**src/hw/rtl/sqvt_pkg.sv**
```systemverilog
// ----------------------------------------------------------------------------
// sqvt_pkg: shared types and constants
// Request and result structs, register indexes, divider sizing and angle
// constants for the sprite quad vertex transform unit.
// ----------------------------------------------------------------------------
package sqvt_pkg;

	typedef struct packed {
		logic signed [15:0] pos_x;
		logic signed [15:0] pos_y;
		logic signed [15:0] size_w;
		logic signed [15:0] size_h;
		logic signed [15:0] tex_x;
		logic signed [15:0] tex_y;
		logic signed [15:0] tex_w;
		logic signed [15:0] tex_h;
		logic [15:0]        turn_angle;
		logic [31:0]        color_rgba;
	} sprite_req_t;

	typedef struct packed {
		logic [1:0]         corner;
		logic signed [15:0] ndc_x;
		logic signed [15:0] ndc_y;
		logic signed [15:0] tex_u;
		logic signed [15:0] tex_v;
		logic [31:0]        vertex_color;
		logic               last_corner;
	} vertex_res_t;

	// per-vertex sideband that rides along the pipeline
	typedef struct packed {
		logic [1:0]  corner;
		logic        last;
		logic [31:0] color;
		logic [3:0]  lo;    // lane saturates low  (x, y, u, v)
		logic [3:0]  hi;    // lane saturates high
	} side_t;

	localparam int CFG_IDX_W = 4;
	localparam logic [CFG_IDX_W-1:0] REG_VIEWPORT_W = 4'd0;
	localparam logic [CFG_IDX_W-1:0] REG_VIEWPORT_H = 4'd1;
	localparam logic [CFG_IDX_W-1:0] REG_TEXTURE_W  = 4'd2;
	localparam logic [CFG_IDX_W-1:0] REG_TEXTURE_H  = 4'd3;

	localparam int REG_W      = 14;
	localparam int QUOT_W     = 16;
	localparam int DIV_STEPS  = 2;
	localparam int DIV_STAGES = QUOT_W / DIV_STEPS;
	localparam int NUM_W      = 36;
	localparam int DEN_W      = 19;
	localparam int WIDE_W     = 40;

	localparam longint unsigned HALF_PI_Q30 = 64'd1686629713;
	localparam longint unsigned ONE_Q30     = 64'd1073741824;

endpackage

```
**src/hw/rtl/sqvt_div.sv**
```systemverilog
// ----------------------------------------------------------------------------
// sqvt_div: pipelined restoring divider
// Unsigned 16-bit quotient, two quotient bits per stage, one new operand
// every cycle. Numerator must stay below den << 16.
// ----------------------------------------------------------------------------
module sqvt_div (
	input  logic                          clk,
	input  logic [sqvt_pkg::NUM_W-1:0]    num,
	input  logic [sqvt_pkg::DEN_W-1:0]    den,
	output logic [sqvt_pkg::QUOT_W-1:0]   quot
);

	localparam int NS = sqvt_pkg::DIV_STAGES;

	logic [sqvt_pkg::NUM_W-1:0]  rem_s   [NS];
	logic [sqvt_pkg::QUOT_W-1:0] quo_s   [NS];
	logic [sqvt_pkg::NUM_W-1:0]  rem_in  [NS];
	logic [sqvt_pkg::QUOT_W-1:0] quo_in  [NS];
	logic [sqvt_pkg::NUM_W-1:0]  rem_nxt [NS];
	logic [sqvt_pkg::QUOT_W-1:0] quo_nxt [NS];

	assign rem_in[0] = num;
	assign quo_in[0] = '0;

	for (genvar g = 0; g < NS; g++) begin : g_stage
		localparam int B0 = sqvt_pkg::QUOT_W - 1 - g * sqvt_pkg::DIV_STEPS;

		if (g > 0) begin : g_link
			assign rem_in[g] = rem_s[g-1];
			assign quo_in[g] = quo_s[g-1];
		end

		always_comb begin
			logic [sqvt_pkg::NUM_W-1:0]  r;
			logic [sqvt_pkg::QUOT_W-1:0] qv;
			logic [sqvt_pkg::NUM_W-1:0]  sh;
			r  = rem_in[g];
			qv = quo_in[g];
			for (int j = 0; j < sqvt_pkg::DIV_STEPS; j++) begin
				sh = sqvt_pkg::NUM_W'(den) << (B0 - j);
				if (r >= sh) begin
					r = r - sh;
					qv[B0-j] = 1'b1;
				end
			end
			rem_nxt[g] = r;
			quo_nxt[g] = qv;
		end

		always_ff @(posedge clk) begin
			rem_s[g] <= rem_nxt[g];
			quo_s[g] <= quo_nxt[g];
		end
	end

	assign quot = quo_s[NS-1];

endmodule

```
**config.mk**
```make
export PLATFORM = sky130hd
export DESIGN_NAME = sqvt_div
export DESIGN_NICKNAME = d
export VERILOG_FILES = /design/src/hw/rtl/sqvt_pkg.sv /design/src/hw/rtl/sqvt_div.sv
export SDC_FILE = /design/constraint.sdc
export NUM_CORES = 1
export LEC_CHECK = 0
export ABC_CLOCK_PERIOD_IN_PS = 22100
export BUFFER_PORTS_ARGS = -buffer_cell sky130_fd_sc_hd__buf_2
export CAP_MARGIN = 25
export CORE_MARGIN = 1
export CORE_UTILIZATION = 65
export DETAILED_ROUTE_END_ITERATION = 6
export HOLD_SLACK_MARGIN = 0.15
export PLACE_DENSITY = 0.83
export SLEW_MARGIN = 0
export SYNTH_ARGS = -nofsm -noshare
export SYNTH_HDL_FRONTEND = slang
export SYNTH_SLANG_ARGS = --single-unit
```
**constraint.sdc**
```tcl
create_clock -name clk -period 22.1 [get_ports clk]
set_input_delay 4.42 -clock clk [delete_from_list [all_inputs] [get_ports clk]]
set_output_delay 4.42 -clock clk [all_outputs]
set_load 0.01 [all_outputs]
```
== After elaboration in Yosys (flattened, before gate mapping) ==
Memory sizes are Yosys's and may differ from the RTL's.
Cells that the tools add are included.

* Mux-type cells: 32
* $add $sub $neg: 16
* Magnitude comparators: 16

{| class="wikitable"
|+ Operators with widths
! operator !! number
|-
| 36-bit two-way mux || 16
|-
| 36-bit by 19-bit greater-or-equal comparator with 1-bit output || 1
|-
| 36-bit by 20-bit greater-or-equal comparator with 1-bit output || 1
|-
| 36-bit by 21-bit greater-or-equal comparator with 1-bit output || 1
|-
| 36-bit by 22-bit greater-or-equal comparator with 1-bit output || 1
|-
| 36-bit by 23-bit greater-or-equal comparator with 1-bit output || 1
|-
| 36-bit by 24-bit greater-or-equal comparator with 1-bit output || 1
|-
| 36-bit by 25-bit greater-or-equal comparator with 1-bit output || 1
|-
| 36-bit by 26-bit greater-or-equal comparator with 1-bit output || 1
|-
| 36-bit by 27-bit greater-or-equal comparator with 1-bit output || 1
|-
| 36-bit by 28-bit greater-or-equal comparator with 1-bit output || 1
|-
| 36-bit by 29-bit greater-or-equal comparator with 1-bit output || 1
|-
| 36-bit by 30-bit greater-or-equal comparator with 1-bit output || 1
|-
| 36-bit by 31-bit greater-or-equal comparator with 1-bit output || 1
|-
| 36-bit by 32-bit greater-or-equal comparator with 1-bit output || 1
|-
| 36-bit by 33-bit greater-or-equal comparator with 1-bit output || 1
|-
| 36-bit by 34-bit greater-or-equal comparator with 1-bit output || 1
|-
| 36-bit by 19-bit subtractor with 36-bit output || 1
|-
| 36-bit by 20-bit subtractor with 36-bit output || 1
|-
| 36-bit by 21-bit subtractor with 36-bit output || 1
|-
| 36-bit by 22-bit subtractor with 36-bit output || 1
|-
| 36-bit by 23-bit subtractor with 36-bit output || 1
|-
| 36-bit by 24-bit subtractor with 36-bit output || 1
|-
| 36-bit by 25-bit subtractor with 36-bit output || 1
|-
| 10 further kinds || 25
|}

* Word-level logic and storage cells: 66
* Bits of input ports: 56
* Memory bits (writable): 416
* Register bits after elaboration: 0
* Memories kept: 2
* Output and inout port bits: 16

{| class="wikitable"
|+ Memory list
! memory !! words !! width !! read ports !! clocked after memory_dff !! write ports !! RTL line !! text
|-
| rem_s || 8 || 36 || 7 || 0 || 8 || sqvt_div.sv:15 || <nowiki>logic [sqvt_pkg::NUM_W-1:0] rem_s [NS];</nowiki>
|-
| quo_s || 8 || 16 || 8 || 0 || 8 || sqvt_div.sv:16 || <nowiki>logic [sqvt_pkg::QUOT_W-1:0] quo_s [NS];</nowiki>
|}

== Logic depth before layout (Yosys ltp) ==
An unclocked memory read counts as a cell.

* Depth in word-level cells: 5
* Gate-level depth with buffers: 27
* Depth with buffers taken out: 25

== Worst setup path after synthesis ==
No wires, ideal clock.

* Path type: in2reg
* From: input port den[1] (netlist name)
* To: memory rem_s[4][13] (netlist name)
* Arrival: 10829 ps
* Stages on the path: 26
* Path slack: 11151 ps
* Library setup time: 121 ps
* Buffers on the path: 4
* Required time: 21979 ps
* Cell sequence: inv_1 > ha_1 > nor2b_1 > o21a_1 > o21ai_0 > a211oi_1 > nor4_1 > or2_2 > clkbuf_2 > clkbuf_1 > buf_1 > nand2_1 > nand2_1 > ha_1 > a21o_1 > a21oi_1 > nor2b_1 > o21a_1 > o41ai_1 > o21ai_0 > nand2b_1 > a311oi_1 > a2111oi_2 > nand4_2 > buf_2 > mux2_2

{| class="wikitable"
|+ RTL lines
! item !! RTL line !! text
|-
| from (decl) || sqvt_div.sv:9 || <nowiki>input logic [sqvt_pkg::DEN_W-1:0] den,</nowiki>
|-
| to (decl) || sqvt_div.sv:15 ||
|}

==> flow_metrics.env <==
export IMPL_status="finished with violations"
export IMPL_violations="design-rule violations"
export IMPL_synthTopCellsByArea="dfxtp_1, ha_1, xnor2_1"
export IMPL_max_cap_violations=0
export IMPL_drive_gt1_share_pct=8.438
export IMPL_clk_insertion_delay_late_ps=570
export IMPL_root_buffer="clkbuf_16"
export IMPL_drc_errors=2
export IMPL_final_antenna_net_count=0
export IMPL_finalHoldViolCount=0
export IMPL_netlist_instances=3331
export IMPL_r2r_start="rem_s[3][13]"
export IMPL_wl_per_cell_um=19.11
export IMPL_end_kind="flop"
export IMPL_fin_tns_setup_ps=0
export IMPL_cts_tree="built"
export IMPL_worstSetupEndpoint="rem_s[4][7]"
export IMPL_fin_ws_ps=10600
export IMPL_syn_nets=3706
export IMPL_drt_iter0_drc=2155
export IMPL_io_buffers=71
export IMPL_yosysTopAreaCellShare_pct=24.23
export IMPL_synth_ff_type="dfxtp_1"
export IMPL_layout_area_seq_um2=6486
export IMPL_die_w_um=204.9
export IMPL_dieHeight_um=204.9
export IMPL_wl_um=75470
export IMPL_mappedNetlistArea_um2=26770
export IMPL_rsz0062_at_grt="false"
export IMPL_fmax_ghz=0.08698
export IMPL_grt_usage_pct=35.57
export IMPL_async_flop_share_pct=0
export IMPL_post_dp_cell_area_um2=27680
export IMPL_grt_pass1_wl_um=121100
export IMPL_yosys_register_bits=324
export IMPL_cts_sinks=324
export IMPL_start_kind="input pin"
export IMPL_vias=25419
export IMPL_clk_pin_slew_ps=60
export IMPL_via_per_inst=6.435
export IMPL_tightestPinTransition_ps=1006
export IMPL_fin_crit_sh_pct=52.02
export IMPL_cts_resized=0
export IMPL_worstSetupStartpoint="den[1]"
export IMPL_worst_clock_skew_ps=28.80
export IMPL_num_fill_cells=3259
export IMPL_ys_top_cells_by_count="nand2_1, dfxtp_1, ha_1"
export IMPL_drt_pass1_iter_count=7
export IMPL_dpl_cell_count=3882
export IMPL_dp_slack_ps=9569
export IMPL_dieArea_um2=42000
export IMPL_cts_buffer_depth=3
export IMPL_postCtsSetupRepairBufs=0
export IMPL_rows=73
export IMPL_r2r_slack_ps=14650
export IMPL_multi_input_area_um2=19380
export IMPL_syn_avg_cell_area_um2=8.036
export IMPL_diodes=0
export IMPL_reg2regPathDepth=21
export IMPL_synth_edf_count=0
export IMPL_antenna_found_initial=0
export IMPL_setup_viol=0
export IMPL_synth_distinct_cells=91
export IMPL_boundaryPins=72
export IMPL_hold_class="flop to flop"
export IMPL_overflow=0
export IMPL_yosysTopAreaCell="dfxtp_1"
export IMPL_arrival_ps=11950
export IMPL_core_um2=40190
export IMPL_nets=3772
export IMPL_relSlewSlack_pct=32.33
export IMPL_synth_most_common_cell="nand2_1"
export IMPL_crit_type="input pin to flop"
export IMPL_cts_hold_fix_buffers=0
export IMPL_cts_buffers=36
export IMPL_grt_pass1_vias=24520
export IMPL_grt_max_degree=43
export IMPL_seq_area_frac_synth_pct=24.23
export IMPL_dp_hpwl_um=56670
export IMPL_layout_cells_non_filler=3950
export IMPL_place_gp_congestion=0.9267
export IMPL_slew_viol_final=0
export IMPL_critical_path_peak_fanout=35
export IMPL_design_area_um2=28940
export IMPL_cp_required_ps=22550
export IMPL_regToRegEndpoint="rem_s[4][7]"
export IMPL_ctsHtreeMaxLevel=2
export IMPL_area_growth_synth_to_final_pct=8.115
export IMPL_period_minus_slack_ps=11500
export IMPL_yosys_warnings=0
export IMPL_initial_core_util_pct=66.61
logic make-up after synthesis:
family                     count (synthesis)  share of synthesized area, %
DFF                                      324                         24.23
AOI/OAI and AO/OA                        974                         22.99
xor gates and xnor gates                 311                         10.18
buffers and inverters                    232                         3.464
and+or+nand+nor                         1087                         20.34
muxes                                     84                         3.468
adders and majority gates                319                         15.33
layout by cell type, fill, tap and decap left out, drive strengths merged, types with 10 or more instances in the layout:
cell type and n:
and3 26, o21ai 271, nand3b 14, nand4 67, a31oi 30, a211oi 20, nor2 234, o21bai 35
nand3 72, ha 304, a21boi 12, clkbuf 45, fa 15, inv 165, o31a 11, nor3b 12
and4 11, or2 17, or3 27, nor2b 31, mux2i 14, dfxtp 324, o21a 50, buf 101
xnor2 210, o31ai 29, a21o 138, mux2 70, a21oi 259, nand2b 42, a211o 10, or4 21
o211ai 12, xor2 101, a41oi 11, nor4 50, nor3 79, and2 21, nand2 332
through the flow:
stage / hold WS, ps / util, %
global route: 330.3 / 72.01
CTS: 327.5 / 71.89
finish: 325.9 / 72.01
global placement: 309.5 / 68.89
floorplan: 309.6 / -
detailed placement: 312.8 / 68.89
worst min path at each step:
stage | start | to | slack (ps) | depth (start not counted)
2_1_floorplan | quo_s[0][14] | quo_s[0][30] | 310 | 0
3_3_place_gp | quo_s[0][31] | quo_s[0][47] | 310 | 0
3_5_place_dp | quo_s[1][29] | quo_s[1][45] | 310 | 0
4_1_cts | quo_s[1][29] | quo_s[1][45] | 330 | 0
5_1_grt | quo_s[1][46] | quo_s[1][62] | 330 | 0
6_report | quo_s[1][42] | quo_s[1][58] | 330 | 0
sequential cells by signal, indices dropped and copies added, names as in the netlist:
register  count
rem_s       252
quo_s        72
critical path, stage by stage:
cell and delay, ps:
buf_2 110, inv_2 40, buf_4 430, ha_1 340, nor2b_1 140, o21a_1 180
o21ai_0 270, a211oi_1 210, nor4_1 620, or2_2 500, inv_1 430, nor2_1 190
a21oi_1 100, fa_1 480, a21o_1 180, a21oi_1 230, nor2b_1 80, o21a_1 190
o41ai_1 470, o21ai_0 330, nand2b_1 190, a311oi_1 140, a2111oi_2 650, nand4_2 400
buf_12 280, mux2_2 290
final cells by class:
class                           count  share of cell area, %
Clock inverter                     21                 0.7350
Sequential cell                   324                  22.41
Multi-Input combinational cell   2775                  66.95
Tap cell                          525                  2.270
Timing Repair Buffer              101                  2.118
Inverter                          159                  2.071
Clock buffer                       45                  3.441
layer usage:
| layer | up-vias | track usage (%) | routed length (um) |
|---|---|---|---|
| li1 | 12317 | - | - |
| met1 | 11865 | 43.46 | 31270 |
| met2 | 1001 | 61.29 | 35560 |
| met3 | 236 | 5.186 | 5393 |
| met4 | 0 | 16.46 | 3258 |
| met5 | - | 0 | 0 |
Power is left out: the tool's default activity adds up to more than one toggle a clock period on the data nets, which glitch-free logic cannot reach.
